## src/bsfr_pkg.sv

```systemverilog
// Shared types and constants for the byte-stuffed frame receiver.
// Holds result codes, register indexes, CRC constants and bundle structs.
// No dependencies.
package bsfr_pkg;

	localparam int unsigned KIND_W   = 3;
	localparam int unsigned COUNT_W  = 10;
	localparam int unsigned CFG_IDX_W  = 3;
	localparam int unsigned CFG_DATA_W = 10;

	localparam logic [KIND_W-1:0] KIND_PAYLOAD    = 3'd0;
	localparam logic [KIND_W-1:0] KIND_GOOD       = 3'd1;
	localparam logic [KIND_W-1:0] KIND_BAD_CRC    = 3'd2;
	localparam logic [KIND_W-1:0] KIND_BAD_FORMAT = 3'd3;
	localparam logic [KIND_W-1:0] KIND_ABANDONED  = 3'd4;

	localparam logic [CFG_IDX_W-1:0] REG_START_BYTE  = 3'd0;
	localparam logic [CFG_IDX_W-1:0] REG_END_BYTE    = 3'd1;
	localparam logic [CFG_IDX_W-1:0] REG_ESCAPE_BYTE = 3'd2;
	localparam logic [CFG_IDX_W-1:0] REG_ESCAPE_MASK = 3'd3;
	localparam logic [CFG_IDX_W-1:0] REG_MAX_RAW_LEN = 3'd4;

	localparam logic [7:0] START_RESET  = 8'hB0;
	localparam logic [7:0] END_RESET    = 8'hB1;
	localparam logic [7:0] ESCAPE_RESET = 8'hB2;
	localparam logic [7:0] MASK_RESET   = 8'h04;

	localparam logic [15:0] CRC_INIT = 16'hFFFF;
	localparam logic [15:0] CRC_POLY = 16'h1021;

	localparam logic [COUNT_W-1:0] MIN_BODY = 10'd4;

	typedef struct packed {
		logic [7:0]         start_byte;
		logic [7:0]         end_byte;
		logic [7:0]         escape_byte;
		logic [7:0]         escape_mask;
		logic [COUNT_W-1:0] max_raw_length;
	} cfg_t;

	typedef struct packed {
		logic [KIND_W-1:0]  kind;
		logic [7:0]         data;
		logic [7:0]         ftype;
		logic [7:0]         fsubtype;
		logic [COUNT_W-1:0] count;
		logic               last;
	} result_t;

endpackage

```

## src/byte_stuffed_frame_receiver_crc16_core.sv

```systemverilog
// Byte-stuffed frame receiver with CRC-16 check: top level.
// Path from rx beat to result beat: input register, then result register.
// One rx byte per cycle when no result stalls; the byte CRC update sets the critical path.
// A stalled result holds the result register; the input register keeps accepting
// bytes until it holds one that yields a result. Reset (arst_n low) clears frame
// state and loads register defaults at once; no clearing pass.
module byte_stuffed_frame_receiver_crc16_core #(
	parameter int unsigned RAW_LIMIT = 512
) (
	input  logic                              clk,
	input  logic                              arst_n,
	input  logic                              cfg_wr_en,
	input  logic [bsfr_pkg::CFG_IDX_W-1:0]    cfg_index,
	input  logic [bsfr_pkg::CFG_DATA_W-1:0]   cfg_data,
	input  logic                              rx_valid,
	output logic                              rx_ready,
	input  logic [7:0]                        rx_byte,
	output logic                              out_valid,
	input  logic                              out_ready,
	output logic [bsfr_pkg::KIND_W-1:0]       result_kind,
	output logic [7:0]                        data_byte,
	output logic [7:0]                        frame_type,
	output logic [7:0]                        frame_subtype,
	output logic [bsfr_pkg::COUNT_W-1:0]      payload_count,
	output logic                              frame_last
);

	bsfr_pkg::cfg_t cfg;

	bsfr_cfg_regs #(.RAW_LIMIT(RAW_LIMIT)) u_cfg (
		.clk       (clk),
		.arst_n    (arst_n),
		.cfg_wr_en (cfg_wr_en),
		.cfg_index (cfg_index),
		.cfg_data  (cfg_data),
		.cfg       (cfg)
	);

	// input register
	logic       valid_s1;
	logic [7:0] byte_s1;

	// frame state
	logic                            inside_q;
	logic                            esc_q;
	logic [bsfr_pkg::COUNT_W-1:0]    raw_q;
	logic [bsfr_pkg::COUNT_W-1:0]    body_q;
	logic [15:0]                     crc_q;
	logic [7:0]                      held0_q;
	logic [7:0]                      held1_q;
	logic [7:0]                      type_q;
	logic [7:0]                      sub_q;

	logic                            inside_d;
	logic                            esc_d;
	logic [bsfr_pkg::COUNT_W-1:0]    raw_d;
	logic [bsfr_pkg::COUNT_W-1:0]    body_d;
	logic [15:0]                     crc_d;
	logic [7:0]                      held0_d;
	logic [7:0]                      held1_d;
	logic [7:0]                      type_d;
	logic [7:0]                      sub_d;

	logic                            has_res;
	bsfr_pkg::result_t               res_d;
	bsfr_pkg::result_t               res_q;
	logic                            out_valid_q;

	logic [15:0] crc_next;
	logic        out_free;
	logic        s1_adv;

	bsfr_crc16_byte u_crc (
		.crc_in  (crc_q),
		.data    (held0_q),
		.crc_out (crc_next)
	);

	assign out_free = !out_valid_q || out_ready;
	assign s1_adv   = valid_s1 && (!has_res || out_free);
	assign rx_ready = !valid_s1 || s1_adv;

	always_ff @(posedge clk or negedge arst_n) begin
		if (!arst_n) begin
			valid_s1 <= 1'b0;
		end else if (rx_ready) begin
			valid_s1 <= rx_valid;
		end
	end

	always_ff @(posedge clk) begin
		if (rx_valid && rx_ready) begin
			byte_s1 <= rx_byte;
		end
	end

	always_comb begin
		logic [7:0]                   b;
		logic [bsfr_pkg::COUNT_W-1:0] released;
		logic [15:0]                  trailer;
		b        = byte_s1;
		released = (body_q >= bsfr_pkg::MIN_BODY) ? body_q - bsfr_pkg::MIN_BODY : '0;
		trailer  = {held1_q, held0_q};

		inside_d = inside_q;
		esc_d    = esc_q;
		raw_d    = raw_q;
		body_d   = body_q;
		crc_d    = crc_q;
		held0_d  = held0_q;
		held1_d  = held1_q;
		type_d   = type_q;
		sub_d    = sub_q;

		has_res        = 1'b0;
		res_d.kind     = bsfr_pkg::KIND_ABANDONED;
		res_d.data     = 8'h00;
		res_d.ftype    = type_q;
		res_d.fsubtype = sub_q;
		res_d.count    = released;
		res_d.last     = 1'b1;

		if (!inside_q) begin
			if (b == cfg.start_byte) begin
				inside_d = 1'b1;
				esc_d    = 1'b0;
				raw_d    = 10'd1;
				body_d   = '0;
				crc_d    = bsfr_pkg::CRC_INIT;
				type_d   = 8'h00;
				sub_d    = 8'h00;
			end
		end else if (b == cfg.end_byte) begin
			has_res = 1'b1;
			if (esc_q || body_q < bsfr_pkg::MIN_BODY) begin
				res_d.kind = bsfr_pkg::KIND_BAD_FORMAT;
			end else if (trailer == crc_q) begin
				res_d.kind = bsfr_pkg::KIND_GOOD;
			end else begin
				res_d.kind = bsfr_pkg::KIND_BAD_CRC;
			end
			inside_d = 1'b0;
			esc_d    = 1'b0;
		end else if (b == cfg.start_byte) begin
			// restart: report the old frame, open a fresh one
			has_res  = 1'b1;
			inside_d = 1'b1;
			esc_d    = 1'b0;
			raw_d    = 10'd1;
			body_d   = '0;
			crc_d    = bsfr_pkg::CRC_INIT;
			type_d   = 8'h00;
			sub_d    = 8'h00;
		end else if (raw_q >= cfg.max_raw_length) begin
			// overrun: drop the byte and the frame
			has_res  = 1'b1;
			inside_d = 1'b0;
			esc_d    = 1'b0;
		end else begin
			raw_d = raw_q + 10'd1;
			if (!esc_q && b == cfg.escape_byte) begin
				esc_d = 1'b1;
			end else begin
				if (esc_q) begin
					b = b ^ cfg.escape_mask;
				end
				esc_d  = 1'b0;
				body_d = body_q + 10'd1;
				if (body_q == 10'd0) begin
					held0_d = b;
					type_d  = b;
				end else if (body_q == 10'd1) begin
					held1_d = b;
					sub_d   = b;
				end else begin
					// shift the trailer delay line; the leaving byte enters the CRC
					held0_d = held1_q;
					held1_d = b;
					crc_d   = crc_next;
					if (body_q >= bsfr_pkg::MIN_BODY) begin
						has_res     = 1'b1;
						res_d.kind  = bsfr_pkg::KIND_PAYLOAD;
						res_d.data  = held0_q;
						res_d.count = body_q - 10'd3;
						res_d.last  = 1'b0;
					end
				end
			end
		end
	end

	always_ff @(posedge clk or negedge arst_n) begin
		if (!arst_n) begin
			inside_q <= 1'b0;
			esc_q    <= 1'b0;
			raw_q    <= '0;
			body_q   <= '0;
			crc_q    <= bsfr_pkg::CRC_INIT;
			type_q   <= 8'h00;
			sub_q    <= 8'h00;
		end else if (s1_adv) begin
			inside_q <= inside_d;
			esc_q    <= esc_d;
			raw_q    <= raw_d;
			body_q   <= body_d;
			crc_q    <= crc_d;
			type_q   <= type_d;
			sub_q    <= sub_d;
		end
	end

	always_ff @(posedge clk) begin
		if (s1_adv) begin
			held0_q <= held0_d;
			held1_q <= held1_d;
		end
	end

	always_ff @(posedge clk or negedge arst_n) begin
		if (!arst_n) begin
			out_valid_q <= 1'b0;
		end else if (out_free) begin
			out_valid_q <= s1_adv && has_res;
		end
	end

	always_ff @(posedge clk) begin
		if (out_free && s1_adv && has_res) begin
			res_q <= res_d;
		end
	end

	assign out_valid     = out_valid_q;
	assign result_kind   = res_q.kind;
	assign data_byte     = res_q.data;
	assign frame_type    = res_q.ftype;
	assign frame_subtype = res_q.fsubtype;
	assign payload_count = res_q.count;
	assign frame_last    = res_q.last;

	a_last_marks_status: assert property (@(posedge clk) disable iff (!arst_n)
		out_valid_q |-> (res_q.last == (res_q.kind != bsfr_pkg::KIND_PAYLOAD)))
		else $error("frame_last disagrees with result kind");

	a_payload_counted: assert property (@(posedge clk) disable iff (!arst_n)
		(out_valid_q && res_q.kind == bsfr_pkg::KIND_PAYLOAD) |-> (res_q.count != '0))
		else $error("payload beat with zero payload count");

	a_no_escape_outside: assert property (@(posedge clk) disable iff (!arst_n)
		!inside_q |-> !esc_q)
		else $error("escape pending outside a frame");

	a_body_within_raw: assert property (@(posedge clk) disable iff (!arst_n)
		inside_q |-> (body_q < raw_q))
		else $error("body count reached raw count");

	a_end_closes: assert property (@(posedge clk) disable iff (!arst_n)
		(s1_adv && inside_q && byte_s1 == cfg.end_byte) |=> !inside_q)
		else $error("end byte did not close the frame");

endmodule

```

## src/bsfr_cfg_regs.sv

```systemverilog
// Configuration register file of the frame receiver.
// Uses bsfr_pkg for register indexes, reset values and the cfg_t bundle.
module bsfr_cfg_regs #(
	parameter int unsigned RAW_LIMIT = 512
) (
	input  logic                               clk,
	input  logic                               arst_n,
	input  logic                               cfg_wr_en,
	input  logic [bsfr_pkg::CFG_IDX_W-1:0]     cfg_index,
	input  logic [bsfr_pkg::CFG_DATA_W-1:0]    cfg_data,
	output bsfr_pkg::cfg_t                     cfg
);

	bsfr_pkg::cfg_t cfg_q;

	always_ff @(posedge clk or negedge arst_n) begin
		if (!arst_n) begin
			cfg_q.start_byte     <= bsfr_pkg::START_RESET;
			cfg_q.end_byte       <= bsfr_pkg::END_RESET;
			cfg_q.escape_byte    <= bsfr_pkg::ESCAPE_RESET;
			cfg_q.escape_mask    <= bsfr_pkg::MASK_RESET;
			cfg_q.max_raw_length <= bsfr_pkg::COUNT_W'(RAW_LIMIT);
		end else if (cfg_wr_en) begin
			case (cfg_index)
				bsfr_pkg::REG_START_BYTE:  cfg_q.start_byte     <= cfg_data[7:0];
				bsfr_pkg::REG_END_BYTE:    cfg_q.end_byte       <= cfg_data[7:0];
				bsfr_pkg::REG_ESCAPE_BYTE: cfg_q.escape_byte    <= cfg_data[7:0];
				bsfr_pkg::REG_ESCAPE_MASK: cfg_q.escape_mask    <= cfg_data[7:0];
				bsfr_pkg::REG_MAX_RAW_LEN: cfg_q.max_raw_length <= cfg_data;
				default: ;
			endcase
		end
	end

	assign cfg = cfg_q;

endmodule

```

## src/bsfr_crc16_byte.sv

```systemverilog
// One-byte CRC-16/CCITT-FALSE update, MSB first, unrolled over eight bits.
// Uses bsfr_pkg for the generator polynomial.
module bsfr_crc16_byte (
	input  logic [15:0] crc_in,
	input  logic [7:0]  data,
	output logic [15:0] crc_out
);

	always_comb begin
		logic [15:0] c;
		c = crc_in ^ {data, 8'h00};
		for (int i = 0; i < 8; i++) begin
			if (c[15]) begin
				c = {c[14:0], 1'b0} ^ bsfr_pkg::CRC_POLY;
			end else begin
				c = {c[14:0], 1'b0};
			end
		end
		crc_out = c;
	end

endmodule
```

## config.mk

```make
export PLATFORM = sky130hd
export DESIGN_NAME = byte_stuffed_frame_receiver_crc16_core
export DESIGN_NICKNAME = d
export VERILOG_FILES = /design/src/bsfr_pkg.sv /design/src/byte_stuffed_frame_receiver_crc16_core.sv /design/src/bsfr_cfg_regs.sv /design/src/bsfr_crc16_byte.sv
export SDC_FILE = /design/constraint.sdc
export NUM_CORES = 1
export LEC_CHECK = 0
export BUFFER_PORTS_ARGS = -buffer_cell sky130_fd_sc_hd__clkbuf_2
export CAP_MARGIN = 20
export CORE_MARGIN = 1
export CORE_UTILIZATION = 50
export DETAILED_ROUTE_END_ITERATION = 10
export HOLD_SLACK_MARGIN = 0.02
export PLACE_DENSITY = 0.71
export SYNTH_ARGS = -nofsm -noshare
export SYNTH_HDL_FRONTEND = slang
export SYNTH_SLANG_ARGS = --single-unit
```

## constraint.sdc

```tcl
create_clock -name clk -period 4.05 [get_ports clk]
set_clock_uncertainty 0.15 [all_clocks]
set_input_delay 0.81 -clock clk [delete_from_list [all_inputs] [get_ports clk]]
set_output_delay 0.81 -clock clk [all_outputs]
set_load 0.02 [all_outputs]
```

## Word-level counts from Yosys, hierarchy flattened

Cells that the tools add are included.

- Bits in latches: 0
- Logic and storage cells: 177
- RAM bits: 0
- Memories: 0
- Input bits: 26
- Register bits: 160
- Bits in read-only memories: 0

- Magnitude comparators: 3
- Div/mod/pow operators: 0
- Bitwise operators: 17
- Multiplexer cells: 81
- Multipliers: 0
- $add $sub $neg: 4
- Equal/unequal tests: 15
- Reduce and logical (&&, ||, !) cells: 34
- Shifts and indexed selects: 0

Operators by type and width:

| kind | number |
|---|---|
| 11-bit two-way mux | 14 |
| 8-bit two-way mux | 17 |
| 16-bit two-way mux | 8 |
| 10-bit two-way mux | 12 |
| 13-bit two-way mux | 8 |
| 7-bit AND reduction | 4 |
| 8-bit == test | 3 |
| 3-bit inverter | 8 |
| 10-bit by 1-bit adder with 10-bit output, second input constant | 2 |
| 1-bit two-way mux | 19 |
| 16-bit == test | 1 |
| 16-bit bitwise XOR | 1 |
| 3-bit != test, second input constant | 4 |
| 2-bit AND reduction | 6 |
| 10-bit by 1-bit == test with 1-bit output, second input constant | 1 |
| 10-bit greater-or-equal comparator | 1 |
| 10-bit by 3-bit greater-or-equal comparator with 1-bit output, second input constant | 1 |
| 10-bit logical NOT | 1 |
| 10-bit by 3-bit < comparator with 1-bit output, second input constant | 1 |
| 10-bit by 2-bit subtractor with 10-bit output, second input constant | 1 |
| 10-bit by 3-bit subtractor with 10-bit output, second input constant | 1 |
| 8-bit OR reduction | 1 |
| 8-bit bitwise XOR | 1 |
| 1-bit inverter | 7 |
| 16 further kinds | 31 |

## Depth between registers and ports, before layout

Gate-level depths: netlist of run 1.

- Word-level depth: 24
- Gate-level depth with buffers: 11

## By module

Synthesis of run 1 repeated with hierarchy kept, for this count alone.

- Cells, all modules: 661
- Area, all modules: 7,952.6 um^2

By module, submodules not included:

| module | times used | cells an instance | sequential area each (um^2) | area an instance (um^2) |
|---|---|---|---|---|
| byte_stuffed_frame_receiver_crc16_core | 1 | 544 | 3,283.1 | 5,939.4 |
| bsfr_cfg_regs | 1 | 92 | 1,067.3 | 1,617.8 |
| bsfr_crc16_byte | 1 | 25 | 0.0 | 395.4 |

## Least setup slack after synthesis of run 1

No wires, ideal clock.

- Path type: register to register
- Start point: register u_cfg.cfg_q (netlist bit u_cfg.cfg[9])
- End point: register res_q (netlist bit data_byte[0]) (enable)
- Clock period less this slack: 4.245 ns
- Path buffers: 0
- Arrival: 3.662 ns
- Cell stages (with the launch flop): 9
- Setup slack: -0.195 ns
- Cell sequence: dfstp_2 -> inv_1 -> ha_1 -> a21oi_1 -> o21a_1 -> o221ai_2 -> o41ai_4 -> o21ai_2 -> nor2_1

- Longest elaborated chain between the ends: 10

Ends and longest elaborated chain:

| what | line | text |
|---|---|---|
| start, declared | bsfr_cfg_regs.sv:14 | `bsfr_pkg::cfg_t cfg_q;` |
| 10-bit greater-or-equal comparator (*) | byte_stuffed_frame_receiver_crc16_core.sv:154 | `end else if (raw_q >= cfg.max_raw_length) begin` |
| 1-bit two-way mux (*) | byte_stuffed_frame_receiver_crc16_core.sv:154 |  |
| 1-bit two-way mux (*) | byte_stuffed_frame_receiver_crc16_core.sv:144 | `end else if (b == cfg.start_byte) begin` |
| 1-bit two-way mux (*) | byte_stuffed_frame_receiver_crc16_core.sv:133 | `end else if (b == cfg.end_byte) begin` |
| 1-bit two-way mux (*) | byte_stuffed_frame_receiver_crc16_core.sv:123 | `if (!inside_q) begin` |
| 1-bit logical NOT | byte_stuffed_frame_receiver_crc16_core.sv:80 | `assign s1_adv = valid_s1 && (!has_res \|\| out_free);` |
| 1-bit logical OR | byte_stuffed_frame_receiver_crc16_core.sv:80 |  |
| 1-bit logical AND | byte_stuffed_frame_receiver_crc16_core.sv:80 |  |
| 1-bit logical AND | byte_stuffed_frame_receiver_crc16_core.sv:228 | `if (out_free && s1_adv && has_res) begin` |
| 1-bit logical AND (*) | byte_stuffed_frame_receiver_crc16_core.sv:228 |  |
| end signal, assigned | byte_stuffed_frame_receiver_crc16_core.sv:229 | `res_q <= res_d;` |
| end, declared | byte_stuffed_frame_receiver_crc16_core.sv:66 | `bsfr_pkg::result_t res_q;` |

Mark *: on every way between the ends. The rest lies on a longest branch, timed or not.
A chain may end at the register's enable or synchronous reset.

## Final worst setup path of run 1

- Start point: register body_q[4] (netlist bit)
- End point: output port rx_ready

- Longest elaborated chain between the ends: 13
- Elaborated cells between the ends (all ways): 15
- Those cells by class: order compare (1); eq/ne (1); mux (8); reduce/logical (5)

Ends and longest elaborated chain:

| what | line | text |
|---|---|---|
| start, declared | byte_stuffed_frame_receiver_crc16_core.sv:47 | `logic [bsfr_pkg::COUNT_W-1:0] body_q;` |
| start signal, assigned | byte_stuffed_frame_receiver_crc16_core.sv:205 | `body_q <= body_d;` |
| 10-bit by 3-bit greater-or-equal comparator with 1-bit output | byte_stuffed_frame_receiver_crc16_core.sv:180 | `if (body_q >= bsfr_pkg::MIN_BODY) begin` |
| 1-bit two-way mux | byte_stuffed_frame_receiver_crc16_core.sv:180 |  |
| 1-bit two-way mux | byte_stuffed_frame_receiver_crc16_core.sv:172 | `end else if (body_q == 10'd1) begin` |
| 1-bit two-way mux (*) | byte_stuffed_frame_receiver_crc16_core.sv:169 | `if (body_q == 10'd0) begin` |
| 1-bit two-way mux (*) | byte_stuffed_frame_receiver_crc16_core.sv:161 | `if (!esc_q && b == cfg.escape_byte) begin` |
| 1-bit two-way mux (*) | byte_stuffed_frame_receiver_crc16_core.sv:154 |  |
| 1-bit two-way mux (*) | byte_stuffed_frame_receiver_crc16_core.sv:144 |  |
| 1-bit two-way mux (*) | byte_stuffed_frame_receiver_crc16_core.sv:133 |  |
| 1-bit two-way mux (*) | byte_stuffed_frame_receiver_crc16_core.sv:123 |  |
| 1-bit logical NOT (*) | byte_stuffed_frame_receiver_crc16_core.sv:80 |  |
| 1-bit logical OR (*) | byte_stuffed_frame_receiver_crc16_core.sv:80 |  |
| 1-bit logical AND (*) | byte_stuffed_frame_receiver_crc16_core.sv:80 |  |
| 1-bit logical OR (*) | byte_stuffed_frame_receiver_crc16_core.sv:81 | `assign rx_ready = !valid_s1 \|\| s1_adv;` |
| end, declared | byte_stuffed_frame_receiver_crc16_core.sv:16 | `output logic rx_ready,` |

Marks and branches as above.

==> impl_results.md, run 1 <==
* Routed len/inst at ~17 microns
* Setup-failing EPs final at 0
* Die Wd at around 130 microns
* R2R setup slack at ~0.67 ns
* Status: completed
* Crit end category: output pin
* CTS Buffer Depth at 2
* Crit Path Class: flip-flop to output pin
* Share of cells above drive strength 1 at 0.280
* Vias in the first global route at 4997
* CTS root buf: clkbuf_16
* Worst slew pin tran at between 1 and 1.5 ns
* Delay of the slowest critical-path stage at 0.58 ns
* Routability cong. at about 0.88
* Drt via density at roughly 5.5
* Total number of yosys warnings at 0
* Synthesized area at 0.00772 sq mm
* End of the worst register-to-register path: data_byte[7]
* Placed cell areas at about 0.0084 sq mm
* Fin crit share at 0.950
* Largest net degree at the start of global routing at between 50 and 60
* CP startpoint: body_q[4]
* Main synth FF type: dfrtp_1
* CORE AREA at roughly 0.015 sq mm
* Row count at 45
* Worst reg2reg path depth at 8
* Vias at just over 5000
* Layout Nets at between 700 and 800
* Worst-skew pair later-pin latency at 0.43 ns
* Grt ovf at 0
* PwrDens at ~600 mW/mm^2
* Initial Util at 0.510
* Residual DRC at 0
* CP max-delay cell: or4_4
* Startpoint types: flip-flop
* CP Cell Sequence: or4_4 > nor3_4 > a31oi_1 > o41ai_4 > or3_1 > clkbuf_2
* Unrepaired setup endpoints after global routing: false
* DR iter-0 viols at between 300 and 400
* Register area share after synthesis at 0.563
* Clock sinks at 160
* Avg Cell Area, Syn at between 10 and 15 sq um
* Fin. max-slew vios at 0
* Gr usage total at 0.212
* Worst r2r src: body_q[4]
* Max Fclk at between 200 and 300 MHz
* TNS Setup at 0 ns
* DRT Wirelength at approximately 16 mm
* Initial antenna violation count at 0
* DP HPWL at 11.3 mm
* Critical path arrival at 2.89 ns
* TritonCTS clock tree: done
* Final Hold Viols at 0
* Number of port buffers at 65
* Design Area, Final at around 0.009 sq mm
* Yosys cell types at 60
* Chip height at 126 microns
* TritonRoute pass-1 iters at 5
* Worst slew margin at 0.327
* IO Count at between 60 and 70
* Synth-to-Final Area Change at 16.8%
* Worst Path Required at just over 3 ns
* Worst Path Max Fanout at 12
* Post-route ant nets at 0
* Die ar. at around 0.016 sq mm
* Tmin final at a little under 4 ns
* Clk slew on worst S/H paths at about 0.07 ns
* Hold crit path type: primary input to async pin
* LEAKAGE at roughly 0.0036 uW
* Post-synth ARST share at 0.613
* Ant diodes at 0
* CTS buffer count at 17
* Gate Count Post-Synth at ~650
* First-pass GRT wire length at 26.0 mm
* Synthesized Nets at a little under 700
* # fillers at ~1200
* EDFF count, synth at 62
* Peak VDD IR at approximately 0.00036 V
* CTS H-Tree Depth at 4
* #FFs+latches synth at 160
* MaxCap Viol Count at 0
cells by family after synthesis:
kind of cell               count (synthesis)  synth area share
and+or+nand+nor                          194             0.125
buffers and inverters                     44            0.0225
DFF                                      160             0.563
muxes                                     57            0.0829
AOI/OAI and AO/OA                        105            0.0930
adders and majority gates                 17            0.0275
xor gates and xnor gates                  76            0.0862
stage by stage:
step | cells | util | worst slack, ns | power, uW | hold WS (ns)
final | 937 | 0.596 | 0.202 | 5450 | 0.271
after global routing | 937 | 0.596 | 0.0252 | 5740 | 0.307
after CTS | 934 | 0.594 | 0.0464 | 5470 | 0.282
after detailed placement | 901 | 0.552 | 0.353 | 3760 | 0.291
after global placement | 901 | 0.552 | 0.411 | 3700 | 0.287
after floorplan | 653 | - | 0.411 | 3350 | 0.275
cell usage after synthesis, types with 2 or more instances:
cell	n	area [sq um]
nand2_1	79	297
dfrtp_1	69	1730
edfxtp_1	62	1860
mux2_2	46	518
xnor2_1	43	377
o21ai_0	41	205
xor2_1	33	289
nor2_1	31	116
dfstp_2	29	762
inv_1	23	86.3
clkbuf_1	18	67.6
ha_1	17	213
a21oi_1	14	70.1
and2_1	14	87.6
nand3_1	13	65.1
o31ai_1	12	90.1
mux2_1	10	113
nor3_1	8	40.0
nor4_1	8	50.1
nand4_1	7	43.8
and3_1	6	37.5
o21a_1	6	45.0
nand2b_1	5	31.3
a221o_1	4	40.0
nor2b_1	4	25.0
o211ai_1	4	30.0
or3_1	4	25.0
a31o_2	3	26.3
or2_2	3	18.8
a211oi_1	2	15.0
a311oi_1	2	17.5
and4_1	2	17.5
o2111ai_1	2	17.5
o31a_1	2	17.5
or4_1	2	15.0
worst max-delay path, delay by kind of cell (launching register included):
kind / cells / cell delay [ns]
AND/OR/NAND/NOR: 3 / 1.19
flip-flops: 1 / 0.50
buffers and inverters: 1 / 0.20
AO/OA/AOI/OAI: 2 / 0.56
cell usage in the layout, fill, tap and decap left out, drive strengths merged, types with 2 or more instances in the layout:
master / count
bufinv: 3
a21oi: 14
nor3: 9
dfstp: 29
a311oi: 2
nor2b: 4
a211oi: 2
and3: 6
clkinv: 4
inv: 30
nand2: 79
and4: 2
dfrtp: 69
o31ai: 12
xnor2: 43
a31o: 3
nand3: 13
a221o: 4
o31a: 2
or3: 4
clkbuf: 81
nand4: 7
o21a: 6
mux2: 56
o21ai: 43
o41ai: 2
or2: 3
nand2b: 5
xor2: 33
o211ai: 5
or4: 3
edfxtp: 62
nor2: 32
nor4: 9
ha: 17
and2: 14
o2111ai: 2
buf: 21
repair_timing:
action | CTS | global route
pin swaps | 1 | 1
buffers inserted | 1 | 3
resized for setup | 1 | 0
hold buffers | 0 | 0
gates cloned | 0 | 0
setup endpoints to repair | 1 | 1
power breakdown:
part / total [uW] / switching, uW / internal (uW) / leakage (uW)
clock: 1690 / 696 / 993 / 0.000304
sequential: 2310 / 242 / 2070 / 0.00179
combinational: 1450 / 812 / 640 / 0.00154
total: 5450 / 1750 / 3700 / 0.00363
flip-flops by register name, indices dropped and copies added, names as in the netlist, 10 cells and up:
register	count
u_cfg.cfg	42
body_q	10
payload_count	10
crc_q	16
raw_q	10
metal layers:
layer	GRT usage	share of wire
met1	0.288	0.46
met5	0	0
met4	0.0765	0.013
met2	0.339	0.48
met3	0.0412	0.047
area by class of cell:
| type | instances | area, sq um | share of cell area |
|---|---|---|---|
| clock inverters | 15 | 199 | 0.0221 |
| inverters | 23 | 86.3 | 0.00957 |
| clock buffers | 17 | 425 | 0.0472 |
| repair buffers | 85 | 490 | 0.0544 |
| multi-input cells | 449 | 3230 | 0.358 |
| flip-flops and latches | 160 | 4350 | 0.482 |
| well taps | 188 | 235 | 0.0261 |
worst max path at each step:
stage	to	slack [ns]	depth (start not counted)
final	rx_ready	0.20	6
after global routing	rx_ready	0.03	8
after CTS	rx_ready	0.05	6
after detailed placement	rx_ready	0.35	8
after global placement	rx_ready	0.41	8
after floorplan	data_byte[0]	0.41	8
Power figures use the tool's default switching activity.
==> inputs of run 2 (changes only) <==
--- a/config.mk
+++ b/config.mk
@@ -8,10 +8,10 @@
 export BUFFER_PORTS_ARGS = -buffer_cell sky130_fd_sc_hd__clkbuf_2
 export CAP_MARGIN = 20
 export CORE_MARGIN = 1
-export CORE_UTILIZATION = 50
+export CORE_UTILIZATION = 45
 export DETAILED_ROUTE_END_ITERATION = 10
 export HOLD_SLACK_MARGIN = 0.02
-export PLACE_DENSITY = 0.71
+export PLACE_DENSITY = 0.65
 export SYNTH_ARGS = -nofsm -noshare
 export SYNTH_HDL_FRONTEND = slang
 export SYNTH_SLANG_ARGS = --single-unit
==> constraint.sdc (replaced) <==
create_clock -name clk -period 4.05 [get_ports clk]
set_clock_uncertainty 0.15 [all_clocks]
set_input_delay 0.6075 -clock clk [delete_from_list [all_inputs] [get_ports clk]]
set_output_delay 0.6075 -clock clk [all_outputs]
set_load 0.02 [all_outputs]
==> impl_results.md, run 2 (synthesis results as in run 1) <==
* DP HPWL at about 12 mm
* Peak VDD IR at 0.000377 V
* Worst-skew pair later-pin latency at 0.42 ns
* Commonest non-fill, non-tap cell in the layout: nand2_1
* Initial antenna violation count at 0
* Drt via density at between 5 and 6
* Vias in the first global route at roughly 5200
* First-pass GRT wire length at between 20 and 30 mm
* Leading cell types in the layout, fill and taps excluded: nand2_1 (79), dfrtp_1 (69), clkbuf_2 (64)
* Tmin final at between 3 and 4 ns
* R2R setup slack at ~0.5 ns
* Residual DRC at 0
* Chip height at roughly 130 microns
* Gr usage total at 0.196
* CTS H-Tree Depth at 4
* CTS Buffer Depth at 2
* Final Hold Viols at 0
* Post-route ant nets at 0
* Synth-to-Final Area Change at 16.7%
* DR iter-0 viols at roughly 320
* TritonCTS clock tree: done
* Largest register FFs at 42
* Ant diodes at 0
* Die Wd at roughly 130 microns
* Routed len/inst at roughly 17 microns
* CP max-delay cell: dfstp_2
* Hold crit path type: primary input to async pin
* Initial Util at 0.464
* Number of port buffers at 65
* Clock sinks at 160
* CTS root buf: clkbuf_16
* Setup-failing EPs final at 0
* Delay of the slowest critical-path stage at just over 0.5 ns
* Max Fclk at around 260 MHz
* Crit Path Class: flip-flop to output pin
* Row count at 47
* Most common cell on crit path: or3_1
* CORE AREA at roughly 0.017 sq mm
* Routability cong. at 0.882
* CP Cell Sequence: inv_1 > ha_1 > nand4_1 > or3_1 > o221ai_4 > o41ai_4 > or3_1 > clkbuf_2
* Clk slew on worst S/H paths at about 0.060 ns
* Die ar. at 0.0177 sq mm
* PwrDens at about 600 mW/mm^2
* Hold_buf cts at 0
* Crit end category: output pin
* Fin. max-slew vios at 0
* Unrepaired setup endpoints after global routing: false
* IO Count at 66
* LEAKAGE at approximately 0.0036 uW
* TNS Setup at 0 ns
* Startpoint types: flip-flop
* Critical path arrival at between 3 and 4 ns
* DRT Wirelength at about 16 mm
* TritonRoute pass-1 iters at 4
* Placed cell areas at approximately 0.0084 sq mm
* MaxCap Viol Count at 0
* Layout Nets at roughly 780
* Worst slew margin at 0.399
* Grt ovf at 0
* Largest net degree at the start of global routing at between 50 and 60
* CTS buffer count at 17
* Worst Path Required at approximately 3.3 ns
* Worst slew pin tran at between 0.8 and 0.9 ns
* Worst Path Max Fanout at 8
* Status: completed
* # fillers at approximately 1400
* Vias at roughly 5200
* Design Area, Final at approximately 0.009 sq mm
* Share of cells above drive strength 1 at 0.277
* Fin crit share at 0.963
==> run 2: final cells by class <==
cell class	count	area [sq um]	share of cell area
clock buffers	19	454	0.0504
clock inverters	13	166	0.0185
inverters	23	86.3	0.00958
multi-input cells	449	3230	0.359
flip-flops and latches	160	4350	0.483
well taps	220	275	0.0305
repair buffers	81	448	0.0497
==> run 2: routing by layer <==
| metal | GRT usage | vias to the layer above | part of all wire |
|---|---|---|---|
| li1 | - | 2488 | - |
| met1 | 0.266 | 2543 | 0.48 |
| met2 | 0.315 | 157 | 0.47 |
| met3 | 0.0345 | 23 | 0.040 |
| met4 | 0.0715 | 0 | 0.019 |
| met5 | 0 | - | 0 |
==> run 2: worst max-delay path: cells and delay by family, from the launching register on <==
kind / cells / cell delay [ns]
and+or+nand+nor: 3 / 1.08
AOI/OAI and AO/OA: 2 / 0.57
DFF: 1 / 0.51
adders and majority gates: 1 / 0.32
buffers and inverters: 2 / 0.23
==> run 2: path summary, 6_finish.rpt <==
kind | start | end | depth (start not counted)
worst max-delay path | u_cfg.cfg[9] | rx_ready | 8
worst min-delay path | arst_n | raw_q[8] | 1
worst max register to register | u_cfg.cfg[9] | held1_q[6] | 9
worst min register to register | type_q[1] | frame_type[1] | 0
max in group asynchronous | arst_n | u_cfg.cfg[19] | 2
min in group clk | rx_byte[4] | byte_s1[4] | 1
==> run 2: where the power goes <==
group	internal, uW	switching, uW	leakage (uW)
Sequential	2070	247	0.00179
Combinational	625	798	0.00151
Clock	969	681	0.000297
Total	3660	1730	0.00360
==> run 2: repair_timing <==
action,CTS,global route
setup buffers,0,0
endpoints found under the setup margin,0,1
resized for setup,0,1
==> run 2: through the flow <==
step                      cells   util  total power (uW)  setup WS, ns  hold WS (ns)
after detailed placement    933  0.504              3760         0.455         0.281
after global routing        965  0.542              5690       0.00930         0.142
after global placement      933  0.504              3700         0.558         0.289
after floorplan             653      -              3350         0.411         0.162
final                       965  0.542              5390         0.149        0.0812
after CTS                   965  0.541              5420        0.0598         0.102
==> inputs of run 3 (changes only) <==
--- a/config.mk
+++ b/config.mk
@@ -11,7 +11,8 @@
 export CORE_UTILIZATION = 45
 export DETAILED_ROUTE_END_ITERATION = 10
 export HOLD_SLACK_MARGIN = 0.02
-export PLACE_DENSITY = 0.65
+export PLACE_DENSITY = 0.61
+export REMOVE_ABC_BUFFERS = 1
 export SYNTH_ARGS = -nofsm -noshare
 export SYNTH_HDL_FRONTEND = slang
 export SYNTH_SLANG_ARGS = --single-unit
==> impl_results.md, run 3 (synthesis results as in run 1) <==
* PwrDens at ~580 mW/mm^2
* IO Count at 66
* Worst Path Required at 3.29 ns
* Worst slew pin tran at just over 0.9 ns
* Design Area, Final at about 0.009 sq mm
* Number of port buffers at 65
* Synth-to-Final Area Change at 16.6%
* Worst Path Max Fanout at 8
* Startpoint types: flip-flop
* Leading cell types in the layout, fill and taps excluded: nand2_1 (79), dfrtp_1 (69), clkbuf_2 (64)
* Status: completed
* Critical path arrival at between 3 and 4 ns
* CORE AREA at 0.0166 sq mm
* Hold crit path type: primary input to flip-flop
* Crit end category: output pin
* DR iter-0 viols at 237
* CP Cell Sequence: inv_1 > ha_1 > nand4_1 > or3_1 > o221ai_4 > o41ai_4 > or3_1 > clkbuf_2
* CP max-delay cell: dfstp_2
* Vias in the first global route at just over 5000
* Fin. max-slew vios at 0
* Grt ovf at 0
* PnR Total Power at around 5200 uW
* Most common cell on crit path: or3_1
* Max Fclk at 257 MHz
* Drt via density at 5.35
* Chip height at approximately 130 microns
* Post-CTS setup buffer count at 0
* Initial antenna violation count at 0
* Row count at 47
* Tmin final at around 3.9 ns
* Largest register FFs at 42
* TritonCTS clock tree: done
* Die Wd at 133 microns
* First-pass GRT wire length at ~27 mm
* CP Buf/Inv Count at 2
* Largest net degree at the start of global routing at 79
* Commonest non-fill, non-tap cell in the layout: nand2_1
* Setup-failing EPs final at 0
* Die ar. at roughly 0.018 sq mm
* Routed len/inst at between 15 and 20 microns
* Gr usage total at 0.200
* Delay of the slowest critical-path stage at between 0.5 and 0.6 ns
* Fin crit share at 0.961
* Worst slew margin at 0.385
* Clk slew on worst S/H paths at 0.06 ns
* Vias at a little over 5000
* Clock sinks at 160
* CTS root buf: clkbuf_16
* MaxCap Viol Count at 0
* DRT Wirelength at between 15 and 20 mm
* Routability cong. at around 0.90
* Delay-heaviest family, CP: simple AND/OR/NAND/NOR gates
* Residual DRC at 0
* Placed cell areas at roughly 0.0084 sq mm
* Final Hold Viols at 0
* CTS buffer count at 17
* Share of cells above drive strength 1 at 0.276
* TritonRoute pass-1 iters at 5
* Peak VDD IR at about 0.00038 V
* Post-route ant nets at 0
* R2R setup slack at roughly 0.61 ns
* Layout Nets at between 700 and 800
* CTS Buffer Depth at 2
* CTS H-Tree Depth at 4
* DP HPWL at 11.8 mm
* Crit Path Class: flip-flop to output pin
* Worst-skew pair later-pin latency at between 0.4 and 0.5 ns
* Ant diodes at 0
* Unrepaired setup endpoints after global routing: false
* Initial Util at 0.464
* LEAKAGE at 0.00358 uW
[run 3: timing repair]
| action | CTS | global route |
|---|---|---|
| hold buffers | 0 | 1 |
| gates resized for setup | 0 | 1 |
| setup endpoints to repair | 0 | 1 |
| hold endpoints to repair | 0 | 17 |
[run 3: power breakdown]
group	internal (uW)	total (uW)	switching [uW]	leakage, uW
clock	848	1510	663	0.000265
sequential	2070	2310	237	0.00179
combinational	628	1430	798	0.00153
total	3550	5240	1700	0.00358
[run 3: metal layers]
metal,share of wire,GRT usage,vias up
li1,-,-,2498
met1,0.47,0.268,2523
met2,0.47,0.318,134
met3,0.046,0.0452,18
met4,0.015,0.0677,0
met5,0,0,-
[run 3: layout make-up]
cell class,count,area [sq um]
clock buffer,20,468
clock inverter,12,97.6
fill,1419,7640
inverter,23,86.3
multi-input combinational,449,3240
sequential,160,4350
tap,220,275
timing repair buffer,83,485
[run 3: final timing paths]
path / startpoint / end / cells after the start
setup reg to reg: u_cfg.cfg[9] / payload_count[9] / 9
min in group asynchronous: arst_n / raw_q[8] / 2
setup / recovery: u_cfg.cfg[9] / rx_ready / 8
hold / removal: rx_byte[1] / byte_s1[1] / 1
hold reg to reg: sub_q[2] / frame_subtype[2] / 0
max in group asynchronous: arst_n / u_cfg.cfg[33] / 4
[run 3: metrics by stage]
stage | util | cells | worst slack (ns) | TNS, ns | hold WS [ns]
2_1_floorplan | - | 632 | -0.195 | -7.41 | 0.162
3_3_place_gp | 0.504 | 933 | 0.578 | 0 | 0.282
3_5_place_dp | 0.504 | 933 | 0.518 | 0 | 0.287
4_1_cts | 0.538 | 965 | 0.0372 | 0 | 0.190
5_1_grt | 0.541 | 967 | 0.0203 | 0 | 0.189
6_report | 0.541 | 967 | 0.159 | 0 | 0.204
